===== src/hdl/mptd_pkg.sv =====
package mptd_pkg;

	localparam int TIMER_BITS = 16;
	localparam int CAP_W      = 16;
	localparam int OVF_W      = 2;
	localparam int REG_W      = 18;
	localparam int KIND_W     = 3;
	localparam int CHAR_W     = 7;
	localparam int CNT_W      = 3;
	localparam int REC_DEPTH  = 5;
	localparam int NUM_CODES  = 36;
	localparam int QDEPTH     = 2;
	localparam int APB_AW     = 4;
	localparam int APB_DW     = 32;

	localparam int SPAN_W    = TIMER_BITS + OVF_W;
	localparam int ELAPSED_W = ((SPAN_W > REG_W) ? SPAN_W : REG_W) + 1;

	localparam logic [REG_W-1:0] DOT_MIN_RST    = REG_W'(1875);
	localparam logic [REG_W-1:0] DASH_MIN_RST   = REG_W'(12500);
	localparam logic [REG_W-1:0] DASH_MAX_RST   = REG_W'(25000);
	localparam logic [REG_W-1:0] LETTER_GAP_RST = REG_W'(25000);

	typedef enum logic [1:0] {
		REG_DOT_MIN    = 2'd0,
		REG_DASH_MIN   = 2'd1,
		REG_DASH_MAX   = 2'd2,
		REG_LETTER_GAP = 2'd3
	} reg_idx_t;

	typedef enum logic [1:0] {
		OP_NONE = 2'd0,
		OP_DOT  = 2'd1,
		OP_DASH = 2'd2,
		OP_GAP  = 2'd3
	} op_t;

	typedef enum logic [KIND_W-1:0] {
		EV_NONE    = 3'd0,
		EV_DOT     = 3'd1,
		EV_DASH    = 3'd2,
		EV_CHAR    = 3'd3,
		EV_UNKNOWN = 3'd4,
		EV_DROP    = 3'd5
	} event_t;

	typedef struct packed {
		logic [REG_W-1:0] dot_min;
		logic [REG_W-1:0] dash_min;
		logic [REG_W-1:0] dash_max;
		logic [REG_W-1:0] letter_gap;
	} thresh_t;

	typedef struct packed {
		logic valid;
		op_t  op;
	} op_beat_t;

	typedef struct packed {
		logic [CNT_W-1:0]     len;
		logic [REC_DEPTH-1:0] bits;
		logic [CHAR_W-1:0]    ascii;
	} code_t;

	// dash = 1, first symbol in the highest used bit
	localparam code_t CODE_TABLE [NUM_CODES] = '{
		'{3'd2, 5'd1,  7'h41}, '{3'd4, 5'd8,  7'h42}, '{3'd4, 5'd10, 7'h43},
		'{3'd3, 5'd4,  7'h44}, '{3'd1, 5'd0,  7'h45}, '{3'd4, 5'd2,  7'h46},
		'{3'd3, 5'd6,  7'h47}, '{3'd4, 5'd0,  7'h48}, '{3'd2, 5'd0,  7'h49},
		'{3'd4, 5'd7,  7'h4A}, '{3'd3, 5'd5,  7'h4B}, '{3'd4, 5'd4,  7'h4C},
		'{3'd2, 5'd3,  7'h4D}, '{3'd2, 5'd2,  7'h4E}, '{3'd3, 5'd7,  7'h4F},
		'{3'd4, 5'd6,  7'h50}, '{3'd4, 5'd13, 7'h51}, '{3'd3, 5'd2,  7'h52},
		'{3'd3, 5'd0,  7'h53}, '{3'd1, 5'd1,  7'h54}, '{3'd3, 5'd1,  7'h55},
		'{3'd4, 5'd1,  7'h56}, '{3'd3, 5'd3,  7'h57}, '{3'd4, 5'd9,  7'h58},
		'{3'd4, 5'd11, 7'h59}, '{3'd4, 5'd12, 7'h5A},
		'{3'd5, 5'd31, 7'h30}, '{3'd5, 5'd15, 7'h31}, '{3'd5, 5'd7,  7'h32},
		'{3'd5, 5'd3,  7'h33}, '{3'd5, 5'd1,  7'h34}, '{3'd5, 5'd0,  7'h35},
		'{3'd5, 5'd16, 7'h36}, '{3'd5, 5'd24, 7'h37}, '{3'd5, 5'd28, 7'h38},
		'{3'd5, 5'd30, 7'h39}
	};

	// zero when the pattern matches no character
	function automatic logic [CHAR_W-1:0] lookup_char(
		input logic [CNT_W-1:0]     len,
		input logic [REC_DEPTH-1:0] bits
	);
		logic [CHAR_W-1:0] res;
		res = '0;
		for (int i = 0; i < NUM_CODES; i++) begin
			if (CODE_TABLE[i].len == len && CODE_TABLE[i].bits == bits) begin
				res = CODE_TABLE[i].ascii;
			end
		end
		return res;
	endfunction

endpackage


===== src/hdl/mptd_if.sv =====
interface mptd_in_if;
	logic                          valid;
	logic                          ready;
	logic                          edge_rising;
	logic [mptd_pkg::CAP_W-1:0]    capture_time;
	logic [mptd_pkg::OVF_W-1:0]    overflow_count;

	modport source (output valid, edge_rising, capture_time, overflow_count, input ready);
	modport sink (input valid, edge_rising, capture_time, overflow_count, output ready);
endinterface

interface mptd_out_if;
	logic                          valid;
	logic                          ready;
	logic [mptd_pkg::KIND_W-1:0]   event_kind;
	logic [mptd_pkg::CHAR_W-1:0]   char_code;
	logic [mptd_pkg::CNT_W-1:0]    symbols_held;

	modport source (output valid, event_kind, char_code, symbols_held, input ready);
	modport sink (input valid, event_kind, char_code, symbols_held, output ready);
endinterface


===== src/hdl/mptd_front.sv =====
module mptd_front (
	input  logic                clk,
	input  logic                arst_n,
	mptd_in_if.sink             in_ch,
	input  mptd_pkg::thresh_t   thresh,
	input  logic                q_full,
	output mptd_pkg::op_beat_t  push
);
	import mptd_pkg::*;

	logic [TIMER_BITS-1:0]       last_q;
	logic [TIMER_BITS-1:0]       cap;
	logic signed [ELAPSED_W-1:0] elapsed;
	logic signed [ELAPSED_W-1:0] t_dot_min;
	logic signed [ELAPSED_W-1:0] t_dash_min;
	logic signed [ELAPSED_W-1:0] t_dash_max;
	logic signed [ELAPSED_W-1:0] t_gap;
	logic                        accept;
	op_t                         op;

	assign cap        = in_ch.capture_time[TIMER_BITS-1:0];
	assign elapsed    = $signed(ELAPSED_W'({in_ch.overflow_count, cap}))
	                  - $signed(ELAPSED_W'(last_q));
	assign t_dot_min  = $signed(ELAPSED_W'(thresh.dot_min));
	assign t_dash_min = $signed(ELAPSED_W'(thresh.dash_min));
	assign t_dash_max = $signed(ELAPSED_W'(thresh.dash_max));
	assign t_gap      = $signed(ELAPSED_W'(thresh.letter_gap));

	always_comb begin
		op = OP_NONE;
		if (in_ch.edge_rising) begin
			if (elapsed > t_dot_min && elapsed < t_dash_min) begin
				op = OP_DOT;
			end else if (elapsed > t_dash_min && elapsed < t_dash_max) begin
				op = OP_DASH;
			end
		end else if (elapsed > t_gap) begin
			op = OP_GAP;
		end
	end

	assign in_ch.ready = !q_full;
	assign accept      = in_ch.valid && !q_full;
	assign push.valid  = accept;
	assign push.op     = op;

	always_ff @(posedge clk or negedge arst_n) begin
		if (!arst_n) begin
			last_q <= '0;
		end else if (accept) begin
			last_q <= cap;
		end
	end
endmodule


===== src/hdl/mptd_queue.sv =====
module mptd_queue (
	input  logic                clk,
	input  logic                arst_n,
	input  mptd_pkg::op_beat_t  push,
	output logic                full,
	input  logic                pop,
	output mptd_pkg::op_beat_t  head
);
	import mptd_pkg::*;

	localparam int PTR_W = (QDEPTH > 1) ? $clog2(QDEPTH) : 1;
	localparam int CNT_QW = $clog2(QDEPTH + 1);

	op_t               slot_q [QDEPTH];
	logic [PTR_W-1:0]  wr_q;
	logic [PTR_W-1:0]  rd_q;
	logic [CNT_QW-1:0] cnt_q;
	logic              do_pop;

	assign full       = (cnt_q == CNT_QW'(QDEPTH));
	assign head.valid = (cnt_q != '0);
	assign head.op    = slot_q[rd_q];
	assign do_pop     = pop && head.valid;

	always_ff @(posedge clk) begin
		if (push.valid) begin
			slot_q[wr_q] <= push.op;
		end
	end

	always_ff @(posedge clk or negedge arst_n) begin
		if (!arst_n) begin
			wr_q  <= '0;
			rd_q  <= '0;
			cnt_q <= '0;
		end else begin
			if (push.valid) begin
				wr_q <= (wr_q == PTR_W'(QDEPTH - 1)) ? '0 : wr_q + PTR_W'(1);
			end
			if (do_pop) begin
				rd_q <= (rd_q == PTR_W'(QDEPTH - 1)) ? '0 : rd_q + PTR_W'(1);
			end
			if (push.valid && !do_pop) begin
				cnt_q <= cnt_q + CNT_QW'(1);
			end else if (do_pop && !push.valid) begin
				cnt_q <= cnt_q - CNT_QW'(1);
			end
		end
	end
endmodule


===== src/hdl/mptd_back.sv =====
module mptd_back (
	input  logic                clk,
	input  logic                arst_n,
	input  mptd_pkg::op_beat_t  head,
	output logic                pop,
	mptd_out_if.source          out_ch
);
	import mptd_pkg::*;

	logic [REC_DEPTH-1:0] pat_q;
	logic [CNT_W-1:0]     cnt_q;
	logic                 out_valid_q;
	event_t               kind_q;
	logic [CHAR_W-1:0]    char_q;

	logic [REC_DEPTH-1:0] pat_d;
	logic [CNT_W-1:0]     cnt_d;
	event_t               kind_d;
	logic [CHAR_W-1:0]    char_d;
	logic [CHAR_W-1:0]    found;

	assign pop   = head.valid && (!out_valid_q || out_ch.ready);
	assign found = lookup_char(cnt_q, pat_q);

	always_comb begin
		pat_d  = pat_q;
		cnt_d  = cnt_q;
		kind_d = EV_NONE;
		char_d = '0;
		case (head.op)
			OP_DOT, OP_DASH: begin
				if (cnt_q < CNT_W'(REC_DEPTH)) begin
					pat_d  = {pat_q[REC_DEPTH-2:0], (head.op == OP_DASH)};
					cnt_d  = cnt_q + CNT_W'(1);
					kind_d = (head.op == OP_DASH) ? EV_DASH : EV_DOT;
				end else begin
					kind_d = EV_DROP;
				end
			end
			OP_GAP: begin
				pat_d = '0;
				cnt_d = '0;
				if (found != '0) begin
					kind_d = EV_CHAR;
					char_d = found;
				end else begin
					kind_d = EV_UNKNOWN;
				end
			end
			default: begin
				kind_d = EV_NONE;
			end
		endcase
	end

	always_ff @(posedge clk or negedge arst_n) begin
		if (!arst_n) begin
			pat_q       <= '0;
			cnt_q       <= '0;
			out_valid_q <= 1'b0;
		end else begin
			if (pop) begin
				pat_q       <= pat_d;
				cnt_q       <= cnt_d;
				out_valid_q <= 1'b1;
			end else if (out_ch.ready) begin
				out_valid_q <= 1'b0;
			end
		end
	end

	always_ff @(posedge clk) begin
		if (pop) begin
			kind_q <= kind_d;
			char_q <= char_d;
		end
	end

	assign out_ch.valid        = out_valid_q;
	assign out_ch.event_kind   = kind_q;
	assign out_ch.char_code    = char_q;
	assign out_ch.symbols_held = cnt_q;
endmodule


===== src/hdl/morse_pulse_timing_decoder_top.sv =====
// channel | dir | beat payload
// in_ch   | in  | edge_rising, capture_time, overflow_count
// out_ch  | out | event_kind, char_code, symbols_held
// apb     | in  | 4 threshold registers at 0x0, 0x4, 0x8, 0xc
//
// one edge per cycle while the op queue is not full; a result goes through the queue slot and the output register
// a two-beat op queue sits between the edge classifier and the symbol record
// in_ch.ready drops only while that queue is full, out_ch stalls fill it
// reset loads default thresholds and clears the record and last edge time
module morse_pulse_timing_decoder_top (
	input  logic                          clk,
	input  logic                          arst_n,
	mptd_in_if.sink                       in_ch,
	mptd_out_if.source                    out_ch,
	input  logic                          psel,
	input  logic                          penable,
	input  logic                          pwrite,
	input  logic [mptd_pkg::APB_AW-1:0]   paddr,
	input  logic [mptd_pkg::APB_DW-1:0]   pwdata,
	output logic [mptd_pkg::APB_DW-1:0]   prdata,
	output logic                          pready
);
	import mptd_pkg::*;

	thresh_t  thresh_q;
	op_beat_t push;
	op_beat_t head;
	logic     q_full;
	logic     pop;
	logic     wr_en;
	reg_idx_t idx;

	assign pready = 1'b1;
	assign wr_en  = psel && penable && pwrite && pready;
	assign idx    = reg_idx_t'(paddr[3:2]);

	always_ff @(posedge clk or negedge arst_n) begin
		if (!arst_n) begin
			thresh_q.dot_min    <= DOT_MIN_RST;
			thresh_q.dash_min   <= DASH_MIN_RST;
			thresh_q.dash_max   <= DASH_MAX_RST;
			thresh_q.letter_gap <= LETTER_GAP_RST;
		end else if (wr_en) begin
			case (idx)
				REG_DOT_MIN:    thresh_q.dot_min    <= pwdata[REG_W-1:0];
				REG_DASH_MIN:   thresh_q.dash_min   <= pwdata[REG_W-1:0];
				REG_DASH_MAX:   thresh_q.dash_max   <= pwdata[REG_W-1:0];
				REG_LETTER_GAP: thresh_q.letter_gap <= pwdata[REG_W-1:0];
				default: begin
				end
			endcase
		end
	end

	always_comb begin
		case (idx)
			REG_DOT_MIN:    prdata = APB_DW'(thresh_q.dot_min);
			REG_DASH_MIN:   prdata = APB_DW'(thresh_q.dash_min);
			REG_DASH_MAX:   prdata = APB_DW'(thresh_q.dash_max);
			REG_LETTER_GAP: prdata = APB_DW'(thresh_q.letter_gap);
			default:        prdata = '0;
		endcase
	end

	mptd_front u_front (
		.clk    (clk),
		.arst_n (arst_n),
		.in_ch  (in_ch),
		.thresh (thresh_q),
		.q_full (q_full),
		.push   (push)
	);

	mptd_queue u_queue (
		.clk    (clk),
		.arst_n (arst_n),
		.push   (push),
		.full   (q_full),
		.pop    (pop),
		.head   (head)
	);

	mptd_back u_back (
		.clk    (clk),
		.arst_n (arst_n),
		.head   (head),
		.pop    (pop),
		.out_ch (out_ch)
	);

	a_held_range: assert property (@(posedge clk) disable iff (!arst_n)
		out_ch.valid |-> out_ch.symbols_held <= CNT_W'(REC_DEPTH))
		else $error("symbols_held out of range");

	a_char_only_on_decode: assert property (@(posedge clk) disable iff (!arst_n)
		(out_ch.valid && out_ch.event_kind != EV_CHAR) |-> out_ch.char_code == '0)
		else $error("char_code set without a decoded character");

	a_record_cleared: assert property (@(posedge clk) disable iff (!arst_n)
		(out_ch.valid && (out_ch.event_kind == EV_CHAR || out_ch.event_kind == EV_UNKNOWN))
		|-> out_ch.symbols_held == '0)
		else $error("record not cleared at letter gap");

	a_symbol_held: assert property (@(posedge clk) disable iff (!arst_n)
		(out_ch.valid && (out_ch.event_kind == EV_DOT || out_ch.event_kind == EV_DASH
		|| out_ch.event_kind == EV_DROP)) |-> out_ch.symbols_held != '0)
		else $error("symbol event with empty record");

	a_no_push_when_full: assert property (@(posedge clk) disable iff (!arst_n)
		q_full |-> !push.valid)
		else $error("op queue overrun");
endmodule

===== src/flat_wrapper.sv =====
// flat-port wrapper written by rule: the top's interface ports become plain ports
module morse_pulse_timing_decoder_top_flat import mptd_pkg::*;
  (clk, arst_n, psel, penable, pwrite, paddr, pwdata, prdata, pready, in_ch_valid, in_ch_edge_rising, in_ch_capture_time, in_ch_overflow_count, in_ch_ready, out_ch_valid, out_ch_event_kind, out_ch_char_code, out_ch_symbols_held, out_ch_ready);
  mptd_in_if in_ch_i ();
  mptd_out_if out_ch_i ();
  input  logic clk;
  input  logic arst_n;
  input  logic psel;
  input  logic penable;
  input  logic pwrite;
  input  logic [mptd_pkg::APB_AW-1:0] paddr;
  input  logic [mptd_pkg::APB_DW-1:0] pwdata;
  output logic [mptd_pkg::APB_DW-1:0] prdata;
  output logic pready;
  input wire logic [$bits(in_ch_i.valid)-1:0] in_ch_valid;
  input wire logic [$bits(in_ch_i.edge_rising)-1:0] in_ch_edge_rising;
  input wire logic [$bits(in_ch_i.capture_time)-1:0] in_ch_capture_time;
  input wire logic [$bits(in_ch_i.overflow_count)-1:0] in_ch_overflow_count;
  output wire logic [$bits(in_ch_i.ready)-1:0] in_ch_ready;
  output wire logic [$bits(out_ch_i.valid)-1:0] out_ch_valid;
  output wire logic [$bits(out_ch_i.event_kind)-1:0] out_ch_event_kind;
  output wire logic [$bits(out_ch_i.char_code)-1:0] out_ch_char_code;
  output wire logic [$bits(out_ch_i.symbols_held)-1:0] out_ch_symbols_held;
  input wire logic [$bits(out_ch_i.ready)-1:0] out_ch_ready;
  assign in_ch_i.valid = in_ch_valid;
  assign in_ch_i.edge_rising = in_ch_edge_rising;
  assign in_ch_i.capture_time = in_ch_capture_time;
  assign in_ch_i.overflow_count = in_ch_overflow_count;
  assign in_ch_ready = in_ch_i.ready;
  assign out_ch_valid = out_ch_i.valid;
  assign out_ch_event_kind = out_ch_i.event_kind;
  assign out_ch_char_code = out_ch_i.char_code;
  assign out_ch_symbols_held = out_ch_i.symbols_held;
  assign out_ch_i.ready = out_ch_ready;
  morse_pulse_timing_decoder_top u_core (.clk(clk), .arst_n(arst_n), .in_ch(in_ch_i), .out_ch(out_ch_i), .psel(psel), .penable(penable), .pwrite(pwrite), .paddr(paddr), .pwdata(pwdata), .prdata(prdata), .pready(pready));
endmodule

===== config.mk =====
export PLATFORM = sky130hd
export DESIGN_NAME = morse_pulse_timing_decoder_top_flat
export DESIGN_NICKNAME = d
export VERILOG_FILES = /design/src/hdl/mptd_pkg.sv /design/src/hdl/mptd_if.sv /design/src/hdl/mptd_front.sv /design/src/hdl/mptd_queue.sv /design/src/hdl/mptd_back.sv /design/src/hdl/morse_pulse_timing_decoder_top.sv /design/src/flat_wrapper.sv
export SDC_FILE = /design/constraint.sdc
export NUM_CORES = 1
export LEC_CHECK = 0
export BUFFER_PORTS_ARGS = -buffer_cell sky130_fd_sc_hd__buf_2
export CAP_MARGIN = 40
export CORE_MARGIN = 2
export CORE_UTILIZATION = 40
export DETAILED_ROUTE_END_ITERATION = 10
export GPL_TIMING_DRIVEN = 0
export HOLD_SLACK_MARGIN = 0.02
export PLACE_DENSITY = 0.7
export SYNTH_ARGS = -nofsm -noshare
export SYNTH_HDL_FRONTEND = slang
export SYNTH_SLANG_ARGS = --single-unit

===== constraint.sdc =====
create_clock -name clk -period 7.9 [get_ports clk]
set_input_delay 0.395 -clock clk [delete_from_list [all_inputs] [get_ports clk]]
set_output_delay 0.395 -clock clk [all_outputs]
set_load 0.1 [all_outputs]

Word-level counts from Yosys, hierarchy flattened

Memory sizes are Yosys's and may differ from the RTL's.
Cells that the tools add are included.

Memories: 1
Register bits: 111
Bits in read-only memories: 0
Output and inout port bits: 48
Logic and storage cells: 179
Input port bits: 62
RAM bits: 4
Latch bits: 0

Magnitude comparators: 6
Multiply operators: 0
Equality and inequality tests: 32
Add/sub/neg operators: 6
Reduce and logical (&&, ||, !) cells: 64
Multiplexer cells: 57
Bitwise operators: 0
Shifts and indexed selects: 0
Divide/modulo/power cells: 0

Memory list:

| name                  | words | bits a word | read ports | clocked after memory_dff | write ports | line             | source |
|---|---|---|---|---|---|---|---|
| u_core.u_queue.slot_q | 2     | 2           | 1          | 0                        | 1           | mptd_queue.sv:14 | `op_t slot_q [QDEPTH];` |

Operators with widths:

| cell                 | number |
|---|---|
| $mux W7              | 36 |
| $pmux W32 S4         | 1 |
| $gt A19 B19 Y1       | 3 |
| $logic_and A1 B1 Y1  | 45 |
| $lt A19 B19 Y1       | 2 |
| $eq A4 B5 Y1 const A | 7 |
| $eq A5 B5 Y1 const A | 5 |
| $eq A3 B5 Y1 const A | 4 |
| $sub A18 B16 Y19     | 1 |
| $mux W2              | 7 |
| $pmux W3 S2          | 2 |
| $eq A2 B2 Y1 const B | 5 |
| $eq A2 B5 Y1 const A | 2 |
| $pmux W5 S2          | 1 |
| $reduce_and A2 Y1    | 5 |
| $mux W3              | 3 |
| $reduce_bool A2 Y1   | 4 |
| $reduce_bool A7 Y1   | 1 |
| $eq A2 B3 Y1 const A | 2 |
| $eq A3 B3 Y1 const A | 2 |
| $mux W1              | 6 |
| $eq A1 B5 Y1 const A | 1 |
| $logic_not A5 Y1     | 1 |
| $mux W5              | 1 |
| 13 further kinds     | 18 |

Depth between registers and ports, before layout

Depth after elaboration: 41
Depth in mapped cells: 19

Modules after synthesis

From an unflattened synthesis, not the netlist that was laid out.

Cells, all modules: 852
Area, all modules: 8637.0 um^2

Modules (own cells, without submodules):

| module                         | cells an instance | area an instance (um^2) | times used | sequential area each (um^2) |
|---|---|---|---|---|
| morse_pulse_timing_decoder_top | 196               | 3324.4                  | 1          | 1833.0 |
| mptd_front                     | 422               | 3209.3                  | 1          | 400.4 |
| mptd_back                      | 212               | 1759.2                  | 1          | 525.5 |
| mptd_queue                     | 22                | 344.1                   | 1          | 220.2 |

Worst setup path before layout

No wires, ideal clock.

Path kind: input -> register
From: input port in_ch_capture_time[0]
To: memory u_core.u_queue.slot_q[0][0] (netlist name) (data pin)
Arrival time: 3.733 ns
Required time: 7.730 ns
Stages on the path: 19
Buffers on the path: 0
Path slack: 3.997 ns
Cells stage by stage: inv_1 -> ha_1 -> inv_1 -> fa_1 -> a21o_1 -> a21oi_2 -> o21ai_1 -> a311o_1 -> o221ai_1 -> nor2b_1 -> xnor2_1 -> ha_1 -> nand4_1 -> nor2_1 -> nand4_1 -> a211o_1 -> a311oi_1 -> nand3_1 -> a22oi_1

RTL lines:

| what               | line               | source |
|---|---|---|
| start: declaration | flat_wrapper.sv:17 | `input wire logic [$bits(in_ch_i.capture_time)-1:0] in_ch_capture_time;` |
| end: declaration   | mptd_queue.sv:14   |  |

==> impl_metrics.csv <==
group,metric,value,unit
power_and_ir_drop,p_per_area,434,nW/um^2
critical_path,r2r_start,"u_core.u_front.last_q[0]$_DFFE_PN0P_",
sta,period_minus_slack,4620,ps
yosys,synth.avg_cell_area,9.65,sq um
power_and_ir_drop,vdd_ir_drop_max,0.329,mV
finish,nFillCells,1912,
sta,worstMarginPinSlew,737,ps
sta,maxSlewViolCount,0,
outcome,outcome,"finished clean",
drt,vias_per_cell,5.45,
global_route,grt_overflow,0,
floorplan,die_w,148,um
floorplan,rows,52,
global_route,antenna_found_initial,3,
critical_path,r2r_slack,3280,ps
sta,tns,0,ps
drt,drtAntennaViolNets,0,
clock_tree,ctsLongestPathBuffers,2,
sta,hold_viol_final,0,
critical_path,ff2ff_path_depth,18,
drt,vias,6881,
sta,fin_ws,3280,ps
clock_tree,cts_made_buffers,17,
drt,drt_pass1_iterations,4,
sta,finalCritPeriodShare,58.5,%
critical_path,endpoint,"u_core.u_queue.slot_q[1][0]$_DFFE_PP_",
finish,syn2layout_area_growth,17.2,%
drt,drc,0,
floorplan,dieArea,22000,sq um
yosys,yosysSeqAreaShare,35.8,%
clock_tree,cts_max_level,4,
floorplan,start_util,40.9,%
finish,layout-drive-gt1-share,24.0,%
yosys,yosysWarnings,0,
critical_path,path_class,"flop to flop",
placement,port_buffers,77,
yosys,async_reset_ff_share,87.8,%
flow_run,maxCapViolCount,0,
sta,fmax,0.216,GHz
sta,setup_viol,0,
critical_path,worst_setup_path_start_kind,"flop",
clock_tree,cts.clk_slew.worst_paths,60,ps
placement,gp_congestion,0.915,
yosys,netlist_area,8330,sq um
sta,fin_skew,8.22,ps
power_and_ir_drop,p_leak,4.52,nW
finish,nets,1136,
critical_path,crit_arrival,4820,ps
power_and_ir_drop,power,4.24,mW
floorplan,die_h,148,um
yosys,ys_ff_latch,115,
yosys,synth_edf_count,14,
drt,drtIter0Drc,354,
sta,rsz0062_at_grt,"false",
drt,wl,21700,um
placement,dp_hpwl,16900,um
critical_path,crit_fanout,4,
global_route,grt_max_degree,59,
yosys,synthCells,863,
sta,max_slew_margin,50.9,%
global_route,grt.total_usage,20.6,%
min_path,holdCritPathClass,"input pin to flop",
floorplan,num_io_pins,110,
placement,post-place-ws,3090,ps
yosys,ys_types,78,
global_route,grt_pass1_vias,6838,
clock_tree,clkSinkCount,115,
critical_path,timing.rr.end,"u_core.u_queue.slot_q[1][0]$_DFFE_PP_",
critical_path,end_kind,"flop",
clock_tree,post_cts_buffers,0,
yosys,ys.flop_type,"dfrtp_1",
floorplan,core_area,20400,sq um
clock_tree,cts_tree,"done",
critical_path,critPathLaunch,"u_core.u_front.last_q[0]$_DFFE_PN0P_",
clock_tree,clk_latency,420,ps
clock_tree,root_buffer,"clkbuf_16",
global_route,grt_pass1_wl,35300,um
critical_path,required,8100,ps
drt,wl_per_cell,17.2,um
## stage by stage
step | utilization (%) | instance area (sq um) | hold slack (ps) | cells
after floorplan | - | 8380 | 99.4 | 876
after global placement | 44.7 | 9100 | 471 | 1223
after detailed placement | 44.9 | 9140 | 440 | 1226
after CTS | 47.9 | 9750 | 185 | 1259
after global routing | 47.9 | 9750 | 199 | 1259
final | 47.9 | 9760 | 199 | 1263
## layer usage
metal  share of wire (%)  vias to the layer above  wire length (um)  track usage, %
li1                    -                     3269                 -               -
met1                  43                     3304              9270            25.8
met2                  48                      261             10400            34.7
met3                 6.8                       43              1470            4.66
met4                 2.6                        4               569            7.95
met5                0.10                        -                22               0
## repair_timing
action                                 CTS  global route
hold buffers                             1             0
gates resized for setup                  0             0
endpoints found under the hold margin   32             0
## worst min path at each step
stage	cells after the start	start	end
5_1_grt	3	in_ch_capture_time[9]	u_core.u_front.last_q[9]$_DFFE_PN0P_
3_5_place_dp	1	arst_n	u_core.thresh_q[2]$_DFFE_PN0P_
6_report	3	in_ch_capture_time[7]	u_core.u_front.last_q[7]$_DFFE_PN0P_
3_3_place_gp	2	u_core.u_front.last_q[0]$_DFFE_PN0P_	u_core.u_front.last_q[0]$_DFFE_PN0P_
2_1_floorplan	0	arst_n	u_core.thresh_q[0]$_DFFE_PN0P_
4_1_cts	3	in_ch_capture_time[7]	u_core.u_front.last_q[7]$_DFFE_PN0P_
## state kept, by name, summed over array words and instances (netlist names)
name,flops
u_core.thresh_q,72
u_core.u_back.out_ch.char_code,7
u_core.u_back.out_ch.event_kind,3
u_core.u_back.out_ch.symbols_held,3
u_core.u_back.out_ch.valid,1
u_core.u_back.pat_q,5
u_core.u_front.last_q,16
u_core.u_queue.cnt_q,2
u_core.u_queue.rd_q,1
u_core.u_queue.slot_q,4
u_core.u_queue.wr_q,1
## Yosys cell counts (all sizes together) (5+ instances only)
cell    number  area share [%]
nand3       13            0.78
xor2         6            0.63
dfrtp       76              23
nor2b       17             1.3
nand2       73             3.4
o21bai       5            0.45
ha          97              15
nor2        33             1.5
mux4        18             4.9
a211oi       5            0.51
a21o        15             1.4
a31oi       13             1.1
clkbuf      15            0.68
inv         99             4.5
mux2        39             5.3
nand4       10            0.75
nand3b       5            0.45
dfstp       25             7.9
xnor2       13             1.4
o21ai       89             5.3
nor3        12            0.84
and3        11            0.83
buf         29             2.3
a21oi       36             2.2
edfxtp      14             5.0
o21a        11            0.99
nand2b      14             1.1
## kinds of logic after synthesis
family / after synthesis / synth area share (%)
XOR/XNOR: 19 / 2.00
other: 2 / 0.0902
multiplexers: 61 / 10.6
flip-flops: 115 / 35.8
AO/OA/AOI/OAI: 214 / 16.3
AND/OR/NAND/NOR: 210 / 12.9
adder cells (fa/ha/maj): 98 / 14.8
buffers and inverters: 144 / 7.48
## layout make-up
type                       count  area, sq um  area share, %
multi-input combinational    617         4770           48.9
sequential                   115         2980           30.5
clock buffer                  20          467           4.78
timing repair buffer          81          438           4.49
inverter                     100          375           3.85
tap                          270          338           3.46
buffer                        44          248           2.54
clock inverter                12          130           1.33
antenna                        4         10.0          0.103
## where the power goes
| group | total (mW) | internal (mW) | switching [mW] |
|---|---|---|---|
| Combinational | 2.54 | 0.886 | 1.65 |
| Sequential | 0.924 | 0.822 | 0.102 |
| Clock | 0.779 | 0.488 | 0.291 |
## worst max-delay path, cell delays in order (launching register included)
cell      delay (ps)
dfrtp_1          340
ha_1             160
inv_1             50
fa_1             400
a21o_1           200
a21oi_2          210
o21ai_1          110
a311o_1          350
o221ai_1         260
nor2b_1          220
xnor2_1          170
ha_1             340
nand4_1          140
nor2_1           220
nand4_1          190
a211o_1          320
a311oi_1         280
nand3_1          110
a22oi_1          320
## placed cells by master, fill, tap and decap left out, types with 14 or more instances in the layout
master / instances
dfstp_2: 25
dfrtp_1: 76
o21ai_0: 86
inv_1: 99
a21o_1: 15
clkbuf_1: 15
edfxtp_1: 14
mux4_2: 18
mux2_2: 39
a21oi_1: 35
buf_2: 86
nand2b_1: 14
ha_1: 97
clkbuf_16: 17
nor2_1: 33
buf_4: 19
conb_1: 15
nand2_1: 71
nor2b_1: 17
Power figures use the tool's default switching activity.
